File: config.mk
export PLATFORM = sky130hd
export DESIGN_NAME = spq_cell
export DESIGN_NICKNAME = d
export VERILOG_FILES = /design/src/assert_macros.svh /design/src/spq_pkg.sv /design/src/spq_cell.sv
export SDC_FILE = /design/constraint.sdc
export NUM_CORES = 1
export LEC_CHECK = 0
export ABC_AREA = 1
export BUFFER_PORTS_ARGS = -buffer_cell sky130_fd_sc_hd__buf_2
export CAP_MARGIN = 20
export CORE_ASPECT_RATIO = 2
export CORE_UTILIZATION = 40
export DETAILED_ROUTE_END_ITERATION = 10
export PLACE_DENSITY = 0.76
export SETUP_SLACK_MARGIN = 0.5
export SYNTH_ARGS = -nofsm -noshare
export SYNTH_HDL_FRONTEND = slang
export SYNTH_SLANG_ARGS = --single-unit
File: constraint.sdc
create_clock -name clk -period 4 [get_ports clk]
set_clock_uncertainty 0.15 [all_clocks]
set_input_delay 0.8 -clock clk [delete_from_list [all_inputs] [get_ports clk]]
set_output_delay 0.8 -clock clk [all_outputs]
set_load 0.05 [all_outputs]
File: src/assert_macros.svh
// Assertion macros shared by the priority queue RTL.
// Depends on nothing; included by files that carry concurrent checks.
`ifndef ASSERT_MACROS_SVH
`define ASSERT_MACROS_SVH

// Same-cycle implication, disabled while reset is asserted.
`define SPQ_ASSERT_NOW(lbl, clk, rst_n, ante, cons, msg) \
    lbl: assert property (@(posedge clk) disable iff (!rst_n) (ante) |-> (cons)) \
        else $error(msg);

// Next-cycle implication, disabled while reset is asserted.
`define SPQ_ASSERT_NEXT(lbl, clk, rst_n, ante, cons, msg) \
    lbl: assert property (@(posedge clk) disable iff (!rst_n) (ante) |=> (cons)) \
        else $error(msg);

`endif

File: src/spq_pkg.sv
// Types and constants for the sorted priority queue.
// Used by spq_cell and sorted_priority_queue_core; depends on nothing.
`default_nettype none

package spq_pkg;

    localparam int DEPTH_DEF      = 32;
    localparam int DATA_WIDTH_DEF = 32;

    localparam int OP_W     = 2;
    localparam int FIELD_W  = 32;
    localparam int SLOT_W   = 5;
    localparam int COUNT_W  = 6;
    localparam int STATUS_W = 2;

    typedef enum logic [OP_W-1:0] {
        OP_INSERT     = 2'd0,
        OP_EXTRACT    = 2'd1,
        OP_PEEK       = 2'd2,
        OP_CHANGE_KEY = 2'd3
    } op_t;

    typedef enum logic [STATUS_W-1:0] {
        ST_OK    = 2'd0,
        ST_EMPTY = 2'd1,
        ST_FULL  = 2'd2,
        ST_RANGE = 2'd3
    } status_t;

    // Command broadcast to every cell of the row.
    typedef enum logic [1:0] {
        CELL_HOLD   = 2'd0,
        CELL_INSERT = 2'd1,
        CELL_REMOVE = 2'd2
    } cell_op_t;

endpackage

`default_nettype wire

File: src/spq_cell.sv
// One slot of the sorted row: holds a (value, priority) entry and a valid bit.
// Depends on spq_pkg; instantiated in a chain by sorted_priority_queue_core.
`default_nettype none

module spq_cell #(
    parameter int DATA_WIDTH = spq_pkg::DATA_WIDTH_DEF,
    parameter int IDX_W      = 5,
    parameter int INDEX      = 0
) (
    input  wire logic                  clk,
    input  wire logic                  rst_n,
    input  wire spq_pkg::cell_op_t     cmd,
    input  wire logic [IDX_W-1:0]      pos,
    input  wire logic [DATA_WIDTH-1:0] new_val,
    input  wire logic [DATA_WIDTH-1:0] new_pri,
    input  wire logic [DATA_WIDTH-1:0] left_val,
    input  wire logic [DATA_WIDTH-1:0] left_pri,
    input  wire logic                  left_valid,
    input  wire logic                  left_le,
    input  wire logic [DATA_WIDTH-1:0] right_val,
    input  wire logic [DATA_WIDTH-1:0] right_pri,
    input  wire logic                  right_valid,
    output logic [DATA_WIDTH-1:0]      val,
    output logic [DATA_WIDTH-1:0]      pri,
    output logic                       valid,
    output logic                       le
);

    logic [DATA_WIDTH-1:0] val_reg;
    logic [DATA_WIDTH-1:0] val_next;
    logic [DATA_WIDTH-1:0] pri_reg;
    logic [DATA_WIDTH-1:0] pri_next;
    logic                  valid_reg;
    logic                  valid_next;

    // Entry stays ahead of a new one of the same or larger priority.
    assign le = valid_reg && ($signed(pri_reg) <= $signed(new_pri));

    always_comb
    begin
        val_next   = val_reg;
        pri_next   = pri_reg;
        valid_next = valid_reg;
        case (cmd)
            spq_pkg::CELL_INSERT:
            begin
                if (!le)
                begin
                    if (left_le)
                    begin
                        // new entry lands here
                        val_next   = new_val;
                        pri_next   = new_pri;
                        valid_next = 1'b1;
                    end
                    else
                    begin
                        // shift one place back
                        val_next   = left_val;
                        pri_next   = left_pri;
                        valid_next = left_valid;
                    end
                end
            end
            spq_pkg::CELL_REMOVE:
            begin
                if (IDX_W'(INDEX) >= pos)
                begin
                    val_next   = right_val;
                    pri_next   = right_pri;
                    valid_next = right_valid;
                end
            end
            default:
            begin
            end
        endcase
    end

    always_ff @(posedge clk or negedge rst_n)
    begin
        if (!rst_n)
        begin
            valid_reg <= 1'b0;
        end
        else
        begin
            valid_reg <= valid_next;
        end
    end

    always_ff @(posedge clk)
    begin
        val_reg <= val_next;
        pri_reg <= pri_next;
    end

    assign val   = val_reg;
    assign pri   = pri_reg;
    assign valid = valid_reg;

endmodule

`default_nettype wire
==> flow_metrics.py, run 1 <==
metrics = {
    "status": {
        "status": "complete, no violations",
    },
    "timing": {
        "fmax_mhz": 302,
        "hold_viol_final": 0,
        "grt_setup_unrepaired": "false",
        "slew_headroom": 0.528,
        "setup_violations": 0,
        "finalSetupTns_ps": 0,
        "fin_crit_sh": 0.827,
        "period_needed_ps": 3310,
        "worst_slew_pin_slew_ps": 708,
        "drv_slew": 0,
    },
    "critical_path": {
        "crit_type": "input port to output pin",
        "crit_path_start_kind": "input port",
        "crit_path_start": "new_pri[31]",
        "critPathMaxFanout": 4,
        "arrival_ps": 2360,
        "max_stage_delay_ps": 360,
        "slowest_stage": "ha_1",
        "worstPathRequired_ps": 3050,
        "critPathCaptureType": "output pin",
        "path_cells": "buf_2 > inv_1 > ha_1 > a21oi_1 > o21a_2 > nand2_2 > a21oi_2 > nand3_1 > nand3_2 > nand2_1 > inv_1 > clkbuf_4",
        "r2r_start": "pri[5]",
        "cp_common_cell": "inv_1",
        "r2r_slack_ps": 1420,
    },
    "global_route": {
        "grt_pass1_wl_um": 18400,
        "grt_pass1_vias": 4121,
        "grt_overflow": 0,
        "grtUsageTotal": 0.219,
        "grt_max_degree": 85,
        "antenna_found_initial": 0,
    },
    "power": {
        "power_leakage_nw": 3.07,
        "power.total_mw": 2.10,
        "powerDensity_mw_per_mm2": 347,
        "max-vdd-ir-drop_mv": 0.199,
    },
    "run": {
        "cap_violations": 0,
    },
    "yosys": {
        "synth_fp_nets": 784,
        "netlist_instances": 548,
        "synth_top_family_by_area": "simple AND/OR/NAND/NOR gates",
        "synth-adder-area-share": 0.0932,
        "yosys_register_bits": 65,
        "post_synth_instance_area_sq_mm": 0.00430,
        "yosys.area_share.xor_xnor": 0,
        "yosys_warnings": 0,
        "synth_area_per_cell_sq_um": 7.84,
        "synth-simple-area-share": 0.182,
        "synth_compound_area_frac": 0.175,
        "synth.distinct_cells": 25,
        "synth_seq_area_share": 0.453,
        "synth_mux_area_frac": 0,
    },
    "placed_design": {
        "dp_hpwl_um": 9620,
        "port_buffers": 269,
        "place.gp.congestion": 0.851,
    },
    "finish": {
        "syn_to_final_growth_pct": 40.7,
        "finalNetCount": 1041,
        "drive_gt1_frac": 0.375,
        "num-fill-cells": 1030,
        "diodes": 0,
    },
    "clock_network": {
        "root_buffer": "clkbuf_16",
        "h-tree-depth": 3,
        "cts_tree": "yes",
        "clock_path_buffers": 2,
        "clkSlewWorstSetupHoldPaths_ps": 50,
        "clock_latency_ps": 320,
        "cts_buffers": 9,
        "cts.sinks": 65,
        "cts_setup_buffers": 0,
        "hold_buffers": 0,
    },
    "floorplanning": {
        "rows": 53,
        "io_pins": 270,
        "die_y_um": 149,
        "coreArea_sq_mm": 0.0105,
        "die_x_um": 75.3,
        "die_area_sq_mm": 0.0112,
        "initial_core_util": 0.410,
    },
    "detailed_routing": {
        "ant_nets": 0,
        "remaining_drc_errors": 0,
        "drt_iter0_markers": 148,
        "drt-total-wl_um": 12200,
        "post_drt_wl_per_cell_um": 12.9,
        "via_per_inst": 4.67,
        "vias": 4422,
        "firstDrtPassIters": 4,
    },
    "hold_path": {
        "holdCritPathClass": "input port to async pin",
    },
}
worst paths after layout:
check,endpoint,depth (start not counted)
hold / removal,valid,1
min in group clk,valid,2
setup reg to reg,pri[15],15
setup / recovery,le,12
max in group asynchronous,valid,1
hold reg to reg,valid,2
power by group:
part           switching (mW)  internal, mW
clock network           0.283         0.474
logic                   0.339         0.178
registers              0.0167         0.808
timing repair:
action                                  4_1_cts  5_1_grt
endpoints found under the hold margin         0        0
endpoints found under the setup margin        0        1
resized for setup                             0        1
synth_stat cells, drive strengths merged:
cell	count	area, sq um
a21o	1	7.51
nor2	14	60.1
a21oi	14	73.8
edfxtp	64	1920
buf	12	57.6
nand2	173	659
inv	78	293
clkbuf	16	60.1
nor3	1	5.00
clkinv	1	3.75
nand3	6	40.0
nand4	2	18.8
dfrtp	1	25.0
o21ai	131	656
o21a	2	16.3
ha	32	400
cell type report:
type | instances | area [sq um] | area share
clock inverter | 7 | 61.3 | 0.0101
clock buffer | 9 | 225 | 0.0372
sequential | 65 | 1950 | 0.322
multi-input combinational | 376 | 1940 | 0.321
tap | 137 | 171 | 0.0283
inverter | 79 | 300 | 0.0496
timing repair buffer | 274 | 1400 | 0.232
routing by layer:
layer / vias up / wire length (um) / track usage
li1: 2312 / - / -
met5: - / 0 / 0
met4: 0 / 366 / 0.0972
met1: 1899 / 4520 / 0.237
met3: 27 / 824 / 0.0488
met2: 184 / 6500 / 0.391
cell families after synthesis:
group	after synthesis
buf+inv	107
simple gates	196
flops	65
fa+ha+maj	32
compound gates	148
critical path: cells and delay by family:
kind / cells / cell delay [ps]
AO/OA/AOI/OAI: 3 / 470
adder cells (fa/ha/maj): 1 / 360
AND/OR/NAND/NOR: 4 / 320
buffers and inverters: 4 / 420
metrics by stage:
| step | std cells | instance area, sq um | setup slack, ps | utilization | hold WS [ps] |
|---|---|---|---|---|---|
| after floorplan | 548 | 4300 | 597 | - | 354 |
| after global placement | 931 | 5760 | 694 | 0.550 | 372 |
| after detailed placement | 931 | 5760 | 668 | 0.550 | 392 |
| after CTS | 947 | 6050 | 655 | 0.577 | 78.6 |
| after global routing | 947 | 6050 | 529 | 0.577 | 78.1 |
| final | 947 | 6050 | 692 | 0.577 | 94.7 |
cells in the final DEF, fill, tap and decap left out:
master	count
clkbuf_16	9
o21ai_1	11
nor2_4	1
a21oi_2	1
buf_2	267
edfxtp_1	64
bufinv_16	1
nand2_2	4
nor3_1	1
nor2_2	2
a21o_1	1
nor2_1	11
buf_12	1
inv_2	4
buf_4	5
nand4_1	1
ha_1	32
o21a_2	1
inv_1	73
clkinvlp_4	3
clkinv_1	4
o21ai_0	120
clkinv_2	1
dfrtp_1	1
nand2_1	169
a21oi_1	13
clkbuf_4	1
nand3_2	2
nand3_1	4
nand4_2	1
o21a_1	1
Note: power is estimated with default switching activity, not from simulation.
==> run 2, diff against run 1 <==
Clock period 4 ns to 3.2 ns, I/O delays scaled along.
==> flow_metrics.py, run 2 (synthesis results as in run 1) <==
metrics = {
    "status": {
        "status": "complete, no violations",
    },
    "critical_path": {
        "cp_common_cell": "nand2_1",
        "r2r_cells": 15,
        "critPathMaxFanout": 2,
        "path_cells": "buf_2 > inv_1 > ha_1 > nand2_1 > nor2_1 > nand2_1 > clkinv_1 > nand2_1 > nand2_2 > nand2_2 > nand2_1 > nand2_1 > nand3_2 > nand2_2 > clkinvlp_4 > buf_8",
        "r2r_slack_ps": 680,
        "crit_type": "input port to output pin",
        "arrival_ps": 2110,
        "r2r-end": "pri[5]",
        "max_stage_delay_ps": 300,
        "crit_path_start_kind": "input port",
        "r2r_start": "pri[13]",
        "critPathCaptureType": "output pin",
        "slowest_stage": "ha_1",
        "crit_path_start": "new_pri[10]",
        "worstPathRequired_ps": 2410,
    },
    "clock_network": {
        "clkSlewWorstSetupHoldPaths_ps": 50,
        "root_buffer": "clkbuf_16",
        "cts_buffers": 9,
        "cts.sinks": 65,
        "h-tree-depth": 3,
        "clock_latency_ps": 330,
        "cts_tree": "yes",
        "clock_path_buffers": 2,
    },
    "power": {
        "powerDensity_mw_per_mm2": 424,
        "power_leakage_nw": 3.10,
        "max-vdd-ir-drop_mv": 0.399,
    },
    "floorplanning": {
        "die_y_um": 149,
        "initial_core_util": 0.410,
        "rows": 53,
        "coreArea_sq_mm": 0.0105,
        "io_pins": 270,
        "die_area_sq_mm": 0.0112,
        "die_x_um": 75.3,
    },
    "finish": {
        "syn_to_final_growth_pct": 46.6,
        "drive_gt1_frac": 0.418,
        "final_common_cell": "buf_2",
        "final_core_util": 0.601,
        "finalNetCount": 1047,
        "layout.cells.non_filler": 953,
        "diodes": 0,
        "final_cell_area_sq_mm": 0.00630,
        "final_cell_mix": "267 x buf_2, 165 x nand2_1, 118 x o21ai_0, 65 x inv_1, 64 x edfxtp_1",
    },
    "detailed_routing": {
        "vias": 4489,
        "post_drt_wl_per_cell_um": 13.1,
        "via_per_inst": 4.71,
        "ant_nets": 0,
        "drt-total-wl_um": 12500,
        "remaining_drc_errors": 0,
        "drt_iter0_markers": 161,
        "firstDrtPassIters": 4,
    },
    "global_route": {
        "grt_max_degree": 131,
        "antenna_found_initial": 0,
        "grt_pass1_wl_um": 17800,
        "grt_pass1_vias": 3998,
        "grt_overflow": 0,
        "grtUsageTotal": 0.217,
    },
    "hold_path": {
        "holdCritStartpoint": "valid",
        "hold_depth": 2,
        "holdCritPathClass": "flop to flop",
        "whs_endpoint": "valid",
    },
    "timing": {
        "fmax_mhz": 345,
        "setup_ws_ps": 303,
        "drv_slew": 0,
        "slew_headroom": 0.679,
        "hold_viol_final": 0,
        "grt_setup_unrepaired": "true",
        "worst_slew_pin_slew_ps": 482,
        "period_needed_ps": 2900,
        "setup_violations": 0,
        "fin_crit_sh": 0.905,
    },
    "placed_design": {
        "place.gp.congestion": 0.827,
        "dp.cells": 932,
        "place_area_sq_mm": 0.00580,
        "port_buffers": 269,
        "dp_hpwl_um": 9790,
        "preCtsSetupSlack_ps": 192,
    },
    "run": {
        "cap_violations": 0,
    },
}
-- run 2: cell types whose count changed in the layout (fill, tap and decap cells not counted), moves of 3 or more --
cell     change
a21oi_1      -6
a21oi_2      +6
buf_4        +3
ha_1        -11
ha_4        +11
inv_1        -8
inv_2        +7
nand2_1      -4
nand2_2      +4
-- run 2: area by class of cell --
class | instances | area [sq um]
timing repair buffer | 280 | 1470
multi-input combinational | 376 | 2120
tap | 137 | 171
sequential | 65 | 1950
inverter | 79 | 304
clock buffer | 10 | 229
clock inverter | 6 | 58.8
fill | 966 | 4180
-- run 2: how the worst max path moves through the flow --
stage	end	slack [ps]	cells after the start
finish	le	300	16
global route	le	190	14
CTS	le	300	14
detailed placement	le	190	18
global placement	le	210	16
floorplan	pri[0]	-20	10
-- run 2: per-stage QoR --
| stage | power (mW) | hold WS, ps | TNS (ps) |
|---|---|---|---|
| 3_5_place_dp | 1.70 | 267 | 0 |
| 4_1_cts | 2.67 | 420 | 0 |
| 5_1_grt | 2.80 | 438 | 0 |
| 3_3_place_gp | 1.69 | 266 | 0 |
| 6_report | 2.67 | 420 | 0 |
| 2_1_floorplan | 1.47 | 194 | -1570 |
-- run 2: critical path: cells and delay by family --
kind	cells	cell delay, ps
adders and majority gates	1	300
buffers and inverters	5	440
and+or+nand+nor	10	730
-- run 2: report_power, final --
| group | total, mW | internal [mW] | switching (mW) |
|---|---|---|---|
| Sequential | 1.03 | 1.01 | 0.0240 |
| Clock | 0.945 | 0.597 | 0.348 |
| Combinational | 0.695 | 0.252 | 0.442 |
-- run 2: what timing repair did --
item / 4_1_cts / 5_1_grt
setup buffers: 2 / 2
endpoints found under the setup margin: 1 / 65
pin swaps: 10 / 13
hold buffers: 1 / 0
gates resized for setup: 10 / 24
endpoints found under the hold margin: 1 / 0
cloned: 0 / 0
-- run 2: metal layers --
metal	up-vias	global-route usage	wire length [um]
met5	-	0	0
met4	0	0.113	456
met3	29	0.0454	695
met2	181	0.400	6850
met1	1951	0.214	4500
li1	2328	-	-
==> run 3, diff against run 2 <==
Settings changed: ABC_AREA 1 to not set, CTS_BUF_LIST set to sky130_fd_sc_hd__clkbuf_8.
==> flow_metrics.py, run 3 <==
metrics = {
    "floorplanning": {
        "initial_core_util": 0.408,
        "die_y_um": 148,
        "die_area_sq_mm": 0.0111,
        "die_x_um": 75.1,
        "rows": 53,
        "io_pins": 270,
        "coreArea_sq_mm": 0.0105,
    },
    "placed_design": {
        "dp.cells": 825,
        "preCtsSetupSlack_ps": -127,
        "place.gp.congestion": 0.900,
        "port_buffers": 269,
        "dp_hpwl_um": 10900,
        "place_area_sq_mm": 0.00616,
    },
    "critical_path": {
        "r2r_slack_ps": 80,
        "critPathMaxFanout": 3,
        "max_stage_delay_ps": 400,
        "path_cells": "buf_2 > inv_1 > ha_4 > nand4_1 > nor2_1 > a21oi_2 > and3_4 > a2111oi_4 > buf_6",
        "critPathCaptureType": "output pin",
        "r2r_cells": 14,
        "crit_type": "input port to output pin",
        "r2r_start": "pri[29]",
        "r2r-end": "pri[2]",
        "worstPathRequired_ps": 2410,
        "slowest_stage": "a2111oi_4",
        "crit_path_start_kind": "input port",
        "arrival_ps": 2410,
        "endpoint": "le",
        "crit_path_start": "new_pri[25]",
    },
    "yosys": {
        "netlist_instances": 418,
        "synth_top_area_share": 0.449,
        "synth_fp_nets": 654,
        "synth_area_leader_cell": "edfxtp_1",
        "yosys-top-cells-count": "74 x nand2_1, 68 x o21ai_0, 64 x edfxtp_1, 64 x mux2i_1, 36 x inv_1",
        "async_flop_share": 0.0154,
        "yosys_warnings": 0,
        "synth_edf_count": 64,
        "synth.distinct_cells": 37,
        "ys_top_cells_by_area": "edfxtp_1 45%, mux2i_1 15%, ha_1 9.4%, o21ai_0 8.0%, nand2_1 6.5%",
        "yosys_register_bits": 65,
        "post_synth_instance_area_sq_mm": 0.00428,
        "ys.flop_type": "edfxtp_1",
        "synth_most_common_cell": "nand2_1",
        "synth_seq_area_share": 0.455,
        "synth_area_per_cell_sq_um": 10.2,
    },
    "detailed_routing": {
        "drt-total-wl_um": 14400,
        "drt_iter0_markers": 151,
        "firstDrtPassIters": 4,
        "remaining_drc_errors": 0,
        "ant_nets": 0,
        "vias": 4416,
        "post_drt_wl_per_cell_um": 16.5,
        "via_per_inst": 5.05,
    },
    "finish": {
        "drive_gt1_frac": 0.510,
        "diodes": 0,
        "final_core_util": 0.665,
        "final_common_cell": "buf_2",
        "layout.cells.non_filler": 874,
        "syn_to_final_growth_pct": 62.7,
        "finalNetCount": 969,
        "final_cell_mix": "267 x buf_2, 73 x nand2_1, 66 x o21ai_0, 64 x mux2i_1, 64 x edfxtp_1",
        "final_cell_area_sq_mm": 0.00696,
        "num-fill-cells": 863,
    },
    "global_route": {
        "grt_pass1_wl_um": 21200,
        "grt_pass1_vias": 4686,
        "grt_max_degree": 71,
        "antenna_found_initial": 0,
        "grt_overflow": 0,
        "grtUsageTotal": 0.259,
    },
    "power": {
        "powerDensity_mw_per_mm2": 433,
        "power_switching_mw": 1.04,
        "netSwitchingFraction": 0.344,
        "power_frac_seq": 0.362,
        "clock_power_share": 0.252,
        "max-vdd-ir-drop_mv": 0.341,
        "internal_power_mw": 1.98,
        "power_leakage_nw": 3.33,
        "power.total_mw": 3.01,
        "p_comb_frac": 0.386,
    },
    "clock_network": {
        "clock_path_buffers": 2,
        "cts.sinks": 65,
        "root_buffer": "clkbuf_8",
        "h-tree-depth": 3,
        "clkSlewWorstSetupHoldPaths_ps": 70,
        "cts_buffers": 9,
        "cts_tree": "yes",
        "clock_latency_ps": 350,
    },
    "timing": {
        "worst_slew_pin_slew_ps": 563,
        "setup_violations": 0,
        "hold_ws_ps": 415,
        "fin_crit_sh": 1.00,
        "drv_slew": 0,
        "fmax_mhz": 313,
        "finalSetupTns_ps": 0,
        "setup_ws_ps": 1.56,
        "slew_headroom": 0.625,
        "period_needed_ps": 3200,
        "grt_setup_unrepaired": "true",
        "hold_viol_final": 0,
    },
    "run": {
        "cap_violations": 0,
    },
    "status": {
        "status": "complete, no violations",
    },
    "hold_path": {
        "holdCritPathClass": "input port to flop",
    },
}
==> run 3: changes by cell type in the layout (fill, tap and decap cells not counted), sizes merged, moves of 5 or more <==
cell,previous run,this run
nand4,2,7
nor2,14,4
inv,76,36
mux2i,0,64
o21ai,131,71
buf,279,322
nand2,173,74
==> run 3: metal layers <==
layer  vias to the layer above  wire length, um  track usage
met2                       202             8070        0.478
met4                         0              535        0.131
li1                       2152                -            -
met3                        39              861       0.0738
met5                         -                0            0
met1                      2023             4950        0.248
==> run 3: logic make-up after synthesis <==
family	count (synthesis)	synth area share
and+or+nand+nor	100	0.117
DFF	65	0.455
AOI/OAI and AO/OA	100	0.134
buffers and inverters	57	0.0503
adders and majority gates	32	0.0936
muxes	64	0.150
==> run 3: worst min path at each step <==
stage,depth (start not counted),slack (ps),end,startpoint
2_1_floorplan,0,190,valid,rst_n
3_3_place_gp,1,270,valid,rst_n
3_5_place_dp,1,270,valid,rst_n
4_1_cts,3,400,val[1],right_val[1]
5_1_grt,3,420,pri[25],right_pri[25]
6_report,3,420,pri[13],right_pri[13]
==> run 3: power groups by stage <==
stage | Sequential [mW] | Clock (mW) | Combinational, mW
floorplan | 1.37 | 0 | 0.350
global placement | 1.10 | 0 | 0.934
detailed placement | 1.11 | 0 | 0.962
CTS | 1.09 | 0.779 | 1.12
global route | 1.10 | 0.803 | 1.24
finish | 1.09 | 0.761 | 1.16
==> run 3: worst max-delay path, delay by kind of cell <==
family | cells | cell delay [ps]
simple gates | 3 | 590
fa+ha+maj | 1 | 290
compound gates | 2 | 480
buf+inv | 3 | 400
==> run 3: what timing repair did <==
action / 4_1_cts / 5_1_grt
hold buffers: 1 / 0
setup endpoints to repair: 65 / 66
buffers inserted: 20 / 4
resized for setup: 29 / 8
cloned: 7 / 2
pin swaps: 3 / 3
hold endpoints to repair: 1 / 0
==> run 3: layout make-up <==
type                       count  area (sq um)  area share
inverter                      36           135      0.0194
clock buffer                   9           124      0.0178
tap                          137           171      0.0246
clock inverter                 6          83.8      0.0120
sequential                    65          1950       0.280
multi-input combinational    296          2410       0.346
timing repair buffer         325          2090       0.300
